<file path="config.mk">
export PLATFORM = sky130hd
export DESIGN_NAME = pid_windowed_clamped_controller_unit
export DESIGN_NICKNAME = d
export VERILOG_FILES = /design/src/rtl/pwcc_pkg.sv /design/src/rtl/pwcc_ram.sv /design/src/rtl/pid_windowed_clamped_controller_unit.sv
export SDC_FILE = /design/constraint.sdc
export NUM_CORES = 2
export LEC_CHECK = 0
export ABC_AREA = 1
export ABC_CLOCK_PERIOD_IN_PS = 7210
export BUFFER_PORTS_ARGS = -buffer_cell sky130_fd_sc_hd__buf_2
export CORE_ASPECT_RATIO = 1.2
export CORE_UTILIZATION = 50
export CTS_BUF_LIST = sky130_fd_sc_hd__clkbuf_4 sky130_fd_sc_hd__clkbuf_8
export CTS_CLUSTER_SIZE = 28
export DETAILED_ROUTE_END_ITERATION = 16
export HOLD_SLACK_MARGIN = 0.06
export PLACE_DENSITY = 0.74
export SETUP_SLACK_MARGIN = 0.2
export SLEW_MARGIN = 20
export SYNTH_ARGS = -nofsm -noshare
export SYNTH_HDL_FRONTEND = slang
export SYNTH_SLANG_ARGS = --single-unit
</file>
<file path="constraint.sdc">
create_clock -name i_clk -period 7.21 [get_ports i_clk]
set_clock_uncertainty 0.15 [all_clocks]
set_input_delay 0.721 -clock i_clk [delete_from_list [all_inputs] [get_ports i_clk]]
set_output_delay 0.721 -clock i_clk [all_outputs]
set_load 0.05 [all_outputs]
</file>
<file path="src/rtl/pwcc_pkg.sv">
// ----------------------------------------------------------------------------
// pwcc_pkg
// shared widths, register indexes and window constants for the pid unit
// ----------------------------------------------------------------------------
package pwcc_pkg;

    // error window
    localparam int WINDOW_DEPTH = 8;
    localparam int POS_W        = (WINDOW_DEPTH > 1) ? $clog2(WINDOW_DEPTH) : 1;

    // datapath widths
    localparam int DATA_W = 16;
    localparam int GAIN_W = 16;
    localparam int ERR_W  = DATA_W + 1;
    localparam int SUM_W  = ERR_W + $clog2(WINDOW_DEPTH);
    localparam int DIFF_W = ERR_W + 1;
    localparam int PP_W   = GAIN_W + ERR_W;
    localparam int PI_W   = GAIN_W + SUM_W;
    localparam int PD_W   = GAIN_W + DIFF_W;
    localparam int ACC_W  = PI_W + 2;
    localparam int SHIFT  = 8;
    localparam int RAW_W  = ACC_W - SHIFT;

    // configuration port
    localparam int CFG_IDX_W  = 3;
    localparam int CFG_DATA_W = 16;

    localparam logic [CFG_IDX_W-1:0] CFG_GAIN_P  = 3'd0;
    localparam logic [CFG_IDX_W-1:0] CFG_GAIN_I  = 3'd1;
    localparam logic [CFG_IDX_W-1:0] CFG_GAIN_D  = 3'd2;
    localparam logic [CFG_IDX_W-1:0] CFG_UPPER   = 3'd3;
    localparam logic [CFG_IDX_W-1:0] CFG_LOWER   = 3'd4;
    localparam logic [CFG_IDX_W-1:0] CFG_REVERSE = 3'd5;

    localparam logic signed [DATA_W-1:0] DRIVE_MAX = 16'sh7FFF;
    localparam logic signed [DATA_W-1:0] DRIVE_MIN = 16'sh8000;

endpackage

</file>
<file path="src/rtl/pwcc_ram.sv">
// ----------------------------------------------------------------------------
// pwcc_ram
// generic single write port, single read port ram with registered read
// ----------------------------------------------------------------------------
module pwcc_ram #(
    parameter int WIDTH = 17,
    parameter int DEPTH = 8
) (
    input  logic                                        i_clk,
    input  logic                                        i_we,
    input  logic [((DEPTH > 1) ? $clog2(DEPTH) : 1)-1:0] i_waddr,
    input  logic [WIDTH-1:0]                            i_wdata,
    input  logic                                        i_re,
    input  logic [((DEPTH > 1) ? $clog2(DEPTH) : 1)-1:0] i_raddr,
    output logic [WIDTH-1:0]                            o_rdata
);

    logic [WIDTH-1:0] r_mem [DEPTH];
    logic [WIDTH-1:0] r_rdata;

    always_ff @(posedge i_clk) begin
        if (i_we) begin
            r_mem[i_waddr] <= i_wdata;
        end
        if (i_re) begin
            r_rdata <= r_mem[i_raddr];
        end
    end

    assign o_rdata = r_rdata;

endmodule

</file>
<file path="src/rtl/pid_windowed_clamped_controller_unit.sv">
// pipeline: an input transaction reaches the earliest result transaction through
//   five register stages: window read, sum update, products, accumulate, output
// throughput: one sample per cycle while m_axis_tready does not stall; set by the
//   single window ram read-modify-write per sample, forwarding back-to-back hits
// reset: synchronous active-low i_rst_n clears gains, restores limits, clears
//   the window sum, prior error, position and the per-entry window valid bits
// ----------------------------------------------------------------------------
// pid_windowed_clamped_controller_unit
// windowed pid controller with inclusive output clamp and optional reversal
// ----------------------------------------------------------------------------
module pid_windowed_clamped_controller_unit (
    input  logic                                 i_clk,
    input  logic                                 i_rst_n,
    // configuration writes
    input  logic                                 i_cfg_we,
    input  logic [pwcc_pkg::CFG_IDX_W-1:0]       i_cfg_idx,
    input  logic [pwcc_pkg::CFG_DATA_W-1:0]      i_cfg_data,
    // sample stream in
    input  logic                                 s_axis_tvalid,
    output logic                                 s_axis_tready,
    input  logic [31:0]                          s_axis_tdata,   // target_value [31:16], measured_value [15:0]
    // drive stream out
    output logic                                 m_axis_tvalid,
    input  logic                                 m_axis_tready,
    output logic [15:0]                          m_axis_tdata,   // drive_value
    output logic                                 m_axis_tuser    // was_clamped
);

    // ------------------------------------------------------------------
    // configuration registers
    // ------------------------------------------------------------------
    logic signed [pwcc_pkg::GAIN_W-1:0] r_kp, r_ki, r_kd;
    logic signed [pwcc_pkg::DATA_W-1:0] r_upper, r_lower;
    logic                               r_reverse;

    always_ff @(posedge i_clk) begin
        if (!i_rst_n) begin
            r_kp      <= '0;
            r_ki      <= '0;
            r_kd      <= '0;
            r_upper   <= pwcc_pkg::DRIVE_MAX;
            r_lower   <= pwcc_pkg::DRIVE_MIN;
            r_reverse <= 1'b0;
        end else if (i_cfg_we) begin
            case (i_cfg_idx)
                pwcc_pkg::CFG_GAIN_P:  r_kp      <= i_cfg_data;
                pwcc_pkg::CFG_GAIN_I:  r_ki      <= i_cfg_data;
                pwcc_pkg::CFG_GAIN_D:  r_kd      <= i_cfg_data;
                pwcc_pkg::CFG_UPPER:   r_upper   <= i_cfg_data;
                pwcc_pkg::CFG_LOWER:   r_lower   <= i_cfg_data;
                pwcc_pkg::CFG_REVERSE: r_reverse <= i_cfg_data[0];
                default: begin
                    // unmapped index, write dropped
                end
            endcase
        end
    end

    // ------------------------------------------------------------------
    // pipeline valids and per-stage advance
    // each stage loads when it is empty or its content moves on
    // ------------------------------------------------------------------
    logic r_v1, r_v2, r_v3, r_v4, r_vo;
    logic adv_o, adv4, adv3, adv2, adv1;
    logic in_take;

    assign adv_o   = !r_vo || m_axis_tready;
    assign adv4    = !r_v4 || adv_o;
    assign adv3    = !r_v3 || adv4;
    assign adv2    = !r_v2 || adv3;
    assign adv1    = !r_v1 || adv2;
    assign in_take = s_axis_tvalid && adv1;

    assign s_axis_tready = adv1;

    always_ff @(posedge i_clk) begin
        if (!i_rst_n) begin
            r_v1 <= 1'b0;
            r_v2 <= 1'b0;
            r_v3 <= 1'b0;
            r_v4 <= 1'b0;
            r_vo <= 1'b0;
        end else begin
            if (adv1)  r_v1 <= s_axis_tvalid;
            if (adv2)  r_v2 <= r_v1;
            if (adv3)  r_v3 <= r_v2;
            if (adv4)  r_v4 <= r_v3;
            if (adv_o) r_vo <= r_v4;
        end
    end

    // ------------------------------------------------------------------
    // stage 0: form the error, issue the window read at the oldest slot
    // ------------------------------------------------------------------
    logic signed [pwcc_pkg::DATA_W-1:0] in_meas, in_target;
    logic signed [pwcc_pkg::ERR_W-1:0]  in_err;
    logic [pwcc_pkg::POS_W-1:0]         r_pos, n_pos;

    assign in_meas   = s_axis_tdata[15:0];
    assign in_target = s_axis_tdata[31:16];
    assign in_err    = {in_meas[pwcc_pkg::DATA_W-1], in_meas}
                     - {in_target[pwcc_pkg::DATA_W-1], in_target};

    always_comb begin
        if (r_pos == pwcc_pkg::POS_W'(pwcc_pkg::WINDOW_DEPTH - 1)) begin
            n_pos = '0;
        end else begin
            n_pos = r_pos + 1'b1;
        end
    end

    always_ff @(posedge i_clk) begin
        if (!i_rst_n) begin
            r_pos <= '0;
        end else if (in_take) begin
            r_pos <= n_pos;
        end
    end

    // stage 1 payload
    logic signed [pwcc_pkg::ERR_W-1:0] r_s1_err;
    logic [pwcc_pkg::POS_W-1:0]        r_s1_pos;
    logic                              r_s1_fwd;
    logic signed [pwcc_pkg::ERR_W-1:0] r_s1_fwd_err;

    // the item in stage 1 writes its slot in the same cycle the next read is
    // issued; the ram returns the old word, so the new one is forwarded
    always_ff @(posedge i_clk) begin
        if (adv1) begin
            r_s1_err     <= in_err;
            r_s1_pos     <= r_pos;
            r_s1_fwd     <= r_v1 && (r_s1_pos == r_pos);
            r_s1_fwd_err <= r_s1_err;
        end
    end

    // ------------------------------------------------------------------
    // error window ram, with a valid bit per slot standing in for reset
    // ------------------------------------------------------------------
    logic                              win_we;
    logic [pwcc_pkg::ERR_W-1:0]        win_rdata;
    logic [pwcc_pkg::WINDOW_DEPTH-1:0] r_win_vld;

    assign win_we = r_v1 && adv2;

    pwcc_ram #(
        .WIDTH (pwcc_pkg::ERR_W),
        .DEPTH (pwcc_pkg::WINDOW_DEPTH)
    ) u_window_ram (
        .i_clk   (i_clk),
        .i_we    (win_we),
        .i_waddr (r_s1_pos),
        .i_wdata (r_s1_err),
        .i_re    (adv1),
        .i_raddr (r_pos),
        .o_rdata (win_rdata)
    );

    always_ff @(posedge i_clk) begin
        if (!i_rst_n) begin
            r_win_vld <= '0;
        end else if (win_we) begin
            r_win_vld[r_s1_pos] <= 1'b1;
        end
    end

    // ------------------------------------------------------------------
    // stage 1: evict oldest error, update running sum and prior error
    // ------------------------------------------------------------------
    logic signed [pwcc_pkg::ERR_W-1:0]  old_err;
    logic signed [pwcc_pkg::SUM_W-1:0]  r_sum, n_sum;
    logic signed [pwcc_pkg::ERR_W-1:0]  r_prior;
    logic signed [pwcc_pkg::DIFF_W-1:0] s1_diff;

    always_comb begin
        if (r_s1_fwd) begin
            old_err = r_s1_fwd_err;
        end else if (r_win_vld[r_s1_pos]) begin
            old_err = win_rdata;
        end else begin
            old_err = '0;
        end
        n_sum   = r_sum - pwcc_pkg::SUM_W'(old_err) + pwcc_pkg::SUM_W'(r_s1_err);
        s1_diff = pwcc_pkg::DIFF_W'(r_s1_err) - pwcc_pkg::DIFF_W'(r_prior);
    end

    always_ff @(posedge i_clk) begin
        if (!i_rst_n) begin
            r_sum   <= '0;
            r_prior <= '0;
        end else if (win_we) begin
            r_sum   <= n_sum;
            r_prior <= r_s1_err;
        end
    end

    logic signed [pwcc_pkg::ERR_W-1:0]  r_s2_err;
    logic signed [pwcc_pkg::SUM_W-1:0]  r_s2_sum;
    logic signed [pwcc_pkg::DIFF_W-1:0] r_s2_diff;

    always_ff @(posedge i_clk) begin
        if (adv2) begin
            r_s2_err  <= r_s1_err;
            r_s2_sum  <= n_sum;
            r_s2_diff <= s1_diff;
        end
    end

    // ------------------------------------------------------------------
    // stage 2: the three gain products
    // ------------------------------------------------------------------
    logic signed [pwcc_pkg::PP_W-1:0] r_prod_p;
    logic signed [pwcc_pkg::PI_W-1:0] r_prod_i;
    logic signed [pwcc_pkg::PD_W-1:0] r_prod_d;

    always_ff @(posedge i_clk) begin
        if (adv3) begin
            r_prod_p <= r_kp * r_s2_err;
            r_prod_i <= r_ki * r_s2_sum;
            r_prod_d <= r_kd * r_s2_diff;
        end
    end

    // ------------------------------------------------------------------
    // stage 3: exact accumulate
    // ------------------------------------------------------------------
    logic signed [pwcc_pkg::ACC_W-1:0] r_acc;

    always_ff @(posedge i_clk) begin
        if (adv4) begin
            r_acc <= pwcc_pkg::ACC_W'(r_prod_p)
                   + pwcc_pkg::ACC_W'(r_prod_i)
                   + pwcc_pkg::ACC_W'(r_prod_d);
        end
    end

    // ------------------------------------------------------------------
    // stage 4: floor shift, clamp (upper tested first), reverse
    // ------------------------------------------------------------------
    logic signed [pwcc_pkg::RAW_W-1:0]  raw;
    logic signed [pwcc_pkg::RAW_W-1:0]  upper_ext, lower_ext;
    logic signed [pwcc_pkg::DATA_W-1:0] clamp_val, drive_val;
    logic                               clamp_hit;

    always_comb begin
        raw       = pwcc_pkg::RAW_W'(r_acc >>> pwcc_pkg::SHIFT);
        upper_ext = pwcc_pkg::RAW_W'(r_upper);
        lower_ext = pwcc_pkg::RAW_W'(r_lower);
        if (raw > upper_ext) begin
            clamp_val = r_upper;
            clamp_hit = 1'b1;
        end else if (raw < lower_ext) begin
            clamp_val = r_lower;
            clamp_hit = 1'b1;
        end else begin
            clamp_val = raw[pwcc_pkg::DATA_W-1:0];
            clamp_hit = 1'b0;
        end
        // negating the most negative drive saturates to the top value
        if (!r_reverse) begin
            drive_val = clamp_val;
        end else if (clamp_val == pwcc_pkg::DRIVE_MIN) begin
            drive_val = pwcc_pkg::DRIVE_MAX;
        end else begin
            drive_val = -clamp_val;
        end
    end

    logic [pwcc_pkg::DATA_W-1:0] r_out_drive;
    logic                        r_out_clamp;

    always_ff @(posedge i_clk) begin
        if (adv_o) begin
            r_out_drive <= drive_val;
            r_out_clamp <= clamp_hit;
        end
    end

    assign m_axis_tvalid = r_vo;
    assign m_axis_tdata  = r_out_drive;
    assign m_axis_tuser  = r_out_clamp;

endmodule
</file>
# Yosys cells after proc, flatten, opt, wreduce, memory -nomap -nowiden
# Memories as Yosys holds them, arrays and structs flattened. A register that Yosys moved wholly into a read port is not among the register bits.
# Index checks and enable logic that the tools add are counted.
dict set report totals {
  ff_bits 385
  ram_bits 136
  in_bits 56
  out_inout_bits 19
  wordCells 88
  n_memories 1
}
dict set report op_classes {
  n_addsub 8
  mul 3
  order_cmp 4
  n_eq_ne 8
  mux 14
  bitwise_logic 1
  n_reduce_logical 21
}
# name words word_bits rd rd_ports_with_merged_regs write_ports line_no
set memory_table {}
lappend memory_table {u_window_ram.r_mem 8 17 1 1 1 pwcc_ram.sv:18} ;# logic [WIDTH-1:0] r_mem [DEPTH];
# cell n
set ops {}
lappend ops {{$mux W16} 4}
lappend ops {{$add A37 B34 Y38} 1}
lappend ops {{$add A33 B36 Y37} 1}
lappend ops {{$mul A16 B20 Y36} 1}
lappend ops {{$mul A16 B18 Y34} 1}
lappend ops {{$mux W17} 2}
lappend ops {{$mul A16 B17 Y33} 1}
lappend ops {{$gt A30 B16 Y1} 1}
lappend ops {{$lt A30 B16 Y1} 1}
lappend ops {{$add A20 B17 Y20} 1}
lappend ops {{$sub A20 B17 Y20} 1}
lappend ops {{$sub A17 B17 Y18} 1}
lappend ops {{$sub A16 B16 Y17} 1}
lappend ops {{$eq A16 B16 Y1 const B} 1}
lappend ops {{$neg A16 Y16} 1}
lappend ops {{$reduce_and A2 Y1} 6}
lappend ops {{$eq A3 B3 Y1 const B} 3}
lappend ops {{$or A8 B8 Y8} 1}
lappend ops {{$eq A3 B2 Y1 const B} 2}
lappend ops {{$logic_not A1 Y1} 5}
lappend ops {{$logic_or A1 B1 Y1} 5}
lappend ops {{$mux W1} 5}
lappend ops {{$logic_and A1 B1 Y1} 4}
lappend ops {{$lt A3 B4 Y1 const B} 1}
lappend ops {{8 further kinds} 8}

# Longest topological paths before layout
dict set report depth {
  word_depth 8
  mapped_depth 30
  ltp_nobuf 28
}

# Hierarchy
# From an unflattened synthesis, not the netlist that was laid out.
dict set report hier_totals {
  cells_unflattened 7030
  hier_area_um2 60478.0
}
# module n_inst cells_per_inst area_per_inst_um2 seq_area_each_um2
set by_module_without_submodules {}
lappend by_module_without_submodules {pid_windowed_clamped_controller_unit 1 6407 53975.5 9979.6}
lappend by_module_without_submodules {pwcc_ram 1 623 6502.5 4594.4}

# Worst setup path after synthesis
# No wires, ideal clock.
dict set report synth_path {
  path_type {input to output}
  from {input m_axis_tready}
  to {output s_axis_tready}
  arrival_time_ns 6.913
  required_time_ns 6.339
  slack_ns -0.574
  stages 10
  n_path_buf 0
  path_cell_list {nor2_1 inv_1 nor2_1 inv_1 nor2_1 inv_1 nor2_1 inv_1 nor2_1 inv_1}
}
dict set report synth_between {
  elab_chain_cells 5
}
# item line_no
set synth_rtl {}
lappend synth_rtl {{start, declared} pid_windowed_clamped_controller_unit.sv:24} ;# input logic m_axis_tready,
lappend synth_rtl {{$logic_or A1 B1 Y1} pid_windowed_clamped_controller_unit.sv:67} ;# assign adv_o = !r_vo || m_axis_tready;
lappend synth_rtl {{net adv_o} pid_windowed_clamped_controller_unit.sv:64} ;# logic adv_o, adv4, adv3, adv2, adv1;
lappend synth_rtl {{$logic_or A1 B1 Y1} pid_windowed_clamped_controller_unit.sv:68} ;# assign adv4 = !r_v4 || adv_o;
lappend synth_rtl {{net adv4} pid_windowed_clamped_controller_unit.sv:64}
lappend synth_rtl {{$logic_or A1 B1 Y1} pid_windowed_clamped_controller_unit.sv:69} ;# assign adv3 = !r_v3 || adv4;
lappend synth_rtl {{net adv3} pid_windowed_clamped_controller_unit.sv:64}
lappend synth_rtl {{$logic_or A1 B1 Y1} pid_windowed_clamped_controller_unit.sv:70} ;# assign adv2 = !r_v2 || adv3;
lappend synth_rtl {{net adv2} pid_windowed_clamped_controller_unit.sv:64}
lappend synth_rtl {{$logic_or A1 B1 Y1} pid_windowed_clamped_controller_unit.sv:71} ;# assign adv1 = !r_v1 || adv2;
lappend synth_rtl {{end, declared} pid_windowed_clamped_controller_unit.sv:20} ;# output logic s_axis_tready,
# The timed path passes the listed nets, and every way through them passes these cells.

# Worst setup path in the final report
dict set report layout_path {
  from {register r_kd[2] (netlist bit)}
  to {register r_prod_d[30] (netlist bit), data pin}
}
dict set report layout_between {
  elab_chain_cells 1
}
# item line_no
set layout_rtl {}
lappend layout_rtl {{start, declared} pid_windowed_clamped_controller_unit.sv:32} ;# logic signed [pwcc_pkg::GAIN_W-1:0] r_kp, r_ki, r_kd;
lappend layout_rtl {{start signal, assigned} pid_windowed_clamped_controller_unit.sv:48} ;# pwcc_pkg::CFG_GAIN_D: r_kd <= i_cfg_data;
lappend layout_rtl {{$mul A16 B18 Y34} pid_windowed_clamped_controller_unit.sv:220} ;# r_prod_d <= r_kd * r_s2_diff;
lappend layout_rtl {{end signal, assigned} pid_windowed_clamped_controller_unit.sv:220}
lappend layout_rtl {{end, declared} pid_windowed_clamped_controller_unit.sv:214} ;# logic signed [pwcc_pkg::PD_W-1:0] r_prod_d;
# No other way between the ends.
# A chain may end at the register's enable or synchronous reset.

==> results.py <==
metrics = {
    "critical_path": {
        "crit_fanout": 19,
        "crit_slowest_cell": "dfxtp_1",
        "crit_arrival_ns": 7.09,
        "startpoint_type": "flop",
        "worst_ep_required_time_ns": 7.54,
        "path_cells": "nand2_1, inv_1, fa_1, fa_1, fa_1, fa_1, fa_1, inv_1, fa_1, inv_1, ha_1, nand2_1, nor4_1, nand2_1, o211ai_1, nand2_1, o211ai_1, a31oi_1, xor2_1",
        "cpMostUsedCell": "fa_1",
        "worst-r2r-setup-slack_ns": 0.45,
        "critical_path.top_delay_family": "adder cells",
        "end_kind": "flop",
        "worst-path-buf-inv": 3,
        "path_class": "reg2reg",
        "slowest_delay_ns": 0.87,
    },
    "timing": {
        "finalCritPeriodShare_pct": 93.7,
        "maxSlewViolCount": 0,
        "setup_violations": 0,
        "rsz0062_at_grt": "false",
        "hold_viol_final": 0,
        "relSlewSlack_pct": 28.0,
        "worstMarginPinSlew_ns": 1.07,
        "max_freq_mhz": 148,
        "fin_crit_ns": 6.76,
        "setup-tns-final_ns": 0,
    },
    "cts": {
        "cts-root-buf": "clkbuf_8",
        "numCtsBuffers": 93,
        "clkLatencyLatePin_ns": 0.77,
        "postCtsHoldBufs": 0,
        "htreeDepth": 3,
        "cts_tree": "done",
        "cts_num_sinks": 530,
        "clk_path_buf_depth": 3,
        "clk_pin_slew_worst_paths_ns": 0.07,
    },
    "global_routing": {
        "overflow": 0,
        "met3_usage_pct": 3.88,
        "first_global_vias": 46800,
        "use_met2_pct": 44.3,
        "antenna_found_initial": 3,
        "grt_max_degree": 74,
        "track_usage_pct": 25.9,
        "grt.busiest_layer": "met2",
        "grtUsageMet1_pct": 31.0,
        "grt_first_pass_wirelength_mm": 246,
    },
    "routing": {
        "dr.pass1.iters": 10,
        "routed_wl_mm": 152,
        "wire_per_inst_um": 18.0,
        "drt_iter0_drc": 3217,
        "routed_via_density": 5.27,
        "dr_total_vias": 44400,
        "ant_nets": 0,
        "drc_errors": 0,
    },
    "floorplan": {
        "core_area_um2": 118000,
        "num_io_pins": 75,
        "dieArea_um2": 121000,
        "fp.dieH_um": 381,
        "start_util_pct": 50.5,
        "fp-row-count": 138,
        "die_x_um": 318,
    },
    "synthesis": {
        "synthCells": 6771,
        "synth.yosys.seq_area_share_pct": 24.4,
        "synth_top_area_share_pct": 31.5,
        "synth.net_count": 8179,
        "synth.avg_cell_area_um2": 8.83,
        "synthTopCellsByArea": "fa_1, edfxtp_1, inv_1",
        "synth-async-reset-ratio_pct": 0,
        "synth_area_um2": 59800,
        "synth_warnings": 0,
        "synthTopCellsByCount": "inv_1, nand2_1, fa_1, nor2_1, ha_1",
        "yosysMostFrequentCell": "inv_1",
        "yosys.area.top_type": "fa_1",
        "synth_edf_count": 396,
        "yosysUniqueCellTypes": 54,
        "synth-seq-cells": 530,
        "synth_ff_type": "edfxtp_1",
    },
    "power": {
        "clock_power_share_pct": 17.3,
        "p_per_area_nw_per_um2": 293,
        "worst_ir_drop_vdd_mv": 0.216,
        "p_comb_share_pct": 52.8,
        "switching_power_mw": 8.97,
        "seqPwrFrac_pct": 29.9,
        "power_leakage_nw": 34.4,
        "p_int_mw": 9.84,
        "swShare_pct": 47.7,
    },
    "layout": {
        "syn_to_final_growth_pct": 7.33,
        "drive_gt1_share_pct": 6.35,
        "layout.nets": 8204,
        "design_area_um2": 64100,
    },
    "placed_design": {
        "portBuffers": 74,
        "postPlaceCellArea_um2": 61800,
        "gp_congestion": 0.965,
        "dp.final_hpwl_mm": 120,
    },
    "hold_path": {
        "hold_path_class": "in2reg",
    },
    "flow_run": {
        "maxCapViolCount": 0,
    },
    "outcome": {
        "status": "completed",
    },
}
[power by group through the flow]
stage               Sequential, mW  Combinational, mW  Clock [mW]
detailed placement            5.74               9.65           0
finish                        5.62               9.93        3.26
floorplan                     4.90               7.28           0
global route                  5.64               11.1        3.44
global placement              5.72               9.50           0
CTS                           5.68               9.73        3.30
[cell type report]
cell class	instances	area, µm²
Antenna cell	1	2.50
Clock buffer	134	1650
Clock inverter	42	544
Fill cell	10400	54100
Inverter	1727	6490
Multi-Input combinational cell	4249	37700
Sequential cell	530	14600
Tap cell	1540	1930
Timing Repair Buffer	195	1290
[worst reg2reg max path, cell delays in order (launching register included)]
cell	delay, ns
dfxtp_1	0.87
nand2_1	0.20
inv_1	0.13
fa_1	0.57
fa_1	0.60
fa_1	0.46
fa_1	0.52
fa_1	0.50
inv_1	0.05
fa_1	0.49
inv_1	0.04
ha_1	0.33
nand2_1	0.15
nor4_1	0.40
nand2_1	0.10
o211ai_1	0.34
nand2_1	0.11
o211ai_1	0.20
a31oi_1	0.15
xor2_1	0.16
[cells by family after synthesis]
family | count (synthesis) | share of synthesized area, %
AOI/OAI and AO/OA | 751 | 6.87
DFF | 530 | 24.4
and+or+nand+nor | 1947 | 13.1
buffers and inverters | 1992 | 12.6
adders and majority gates | 1352 | 40.1
xor gates and xnor gates | 199 | 2.92
[state kept, by name, indices dropped and copies added, names as in the netlist, 17 cells and up]
register,count
r_prod_i,36
r_acc,30
r_s1_err,17
r_prior,17
r_sum,20
u_window_ram.r_mem,136
u_window_ram.o_rdata,17
r_prod_p,33
r_s1_fwd_err,17
r_s2_sum,20
r_s2_diff,18
r_s2_err,17
r_prod_d,34
[layout by cell type (no fill, tap or decap), drive strengths merged, types with 19 or more instances in the layout]
| cell type | count |
|---|---|
| inv | 1724 |
| nand2 | 1323 |
| fa | 940 |
| nor2 | 423 |
| ha | 412 |
| edfxtp | 396 |
| a21oi | 305 |
| o21ai | 294 |
| buf | 195 |
| dfxtp | 134 |
| clkbuf | 134 |
| xor2 | 128 |
| nand3 | 120 |
| xnor2 | 71 |
| a31oi | 34 |
| clkinv | 34 |
| nor3 | 31 |
| o21a | 25 |
| nand4 | 19 |
[stage by stage]
step | power, mW | hold WS (ns) | instances | setup WS, ns | utilization, %
floorplan | 12.2 | 0.282 | 6771 | 0.369 | -
global placement | 15.2 | 0.293 | 8223 | 0.428 | 52.3
detailed placement | 15.4 | 0.309 | 8223 | 0.368 | 52.3
CTS | 18.7 | 0.0642 | 8399 | 0.353 | 54.1
global route | 20.2 | 0.120 | 8418 | 0.227 | 54.2
finish | 18.8 | 0.112 | 8418 | 0.452 | 54.2
[what timing repair did]
| action | in CTS | in global routing |
|---|---|---|
| resized for setup | 0 | 3 |
| setup buffers | 0 | 18 |
| endpoints found under the setup margin | 0 | 6 |
[metal layers]
layer  vias up  share of wire (%)
met1     21800                 38
met4         2                6.6
li1      20400                  -
met3       434                6.7
met2      1698                 49
met5         -             0.0072
[path summary, 6_finish.rpt]
path / to / cells past startpoint / from
worst max register to register: r_prod_d[30] / 19 / r_kd[2]
worst min register to register: r_sum[0] / 2 / r_sum[0]
worst min-delay path: r_reverse / 3 / i_cfg_we
worst max-delay path: r_prod_d[30] / 19 / r_kd[2]
Power figures use the tool's default switching activity.
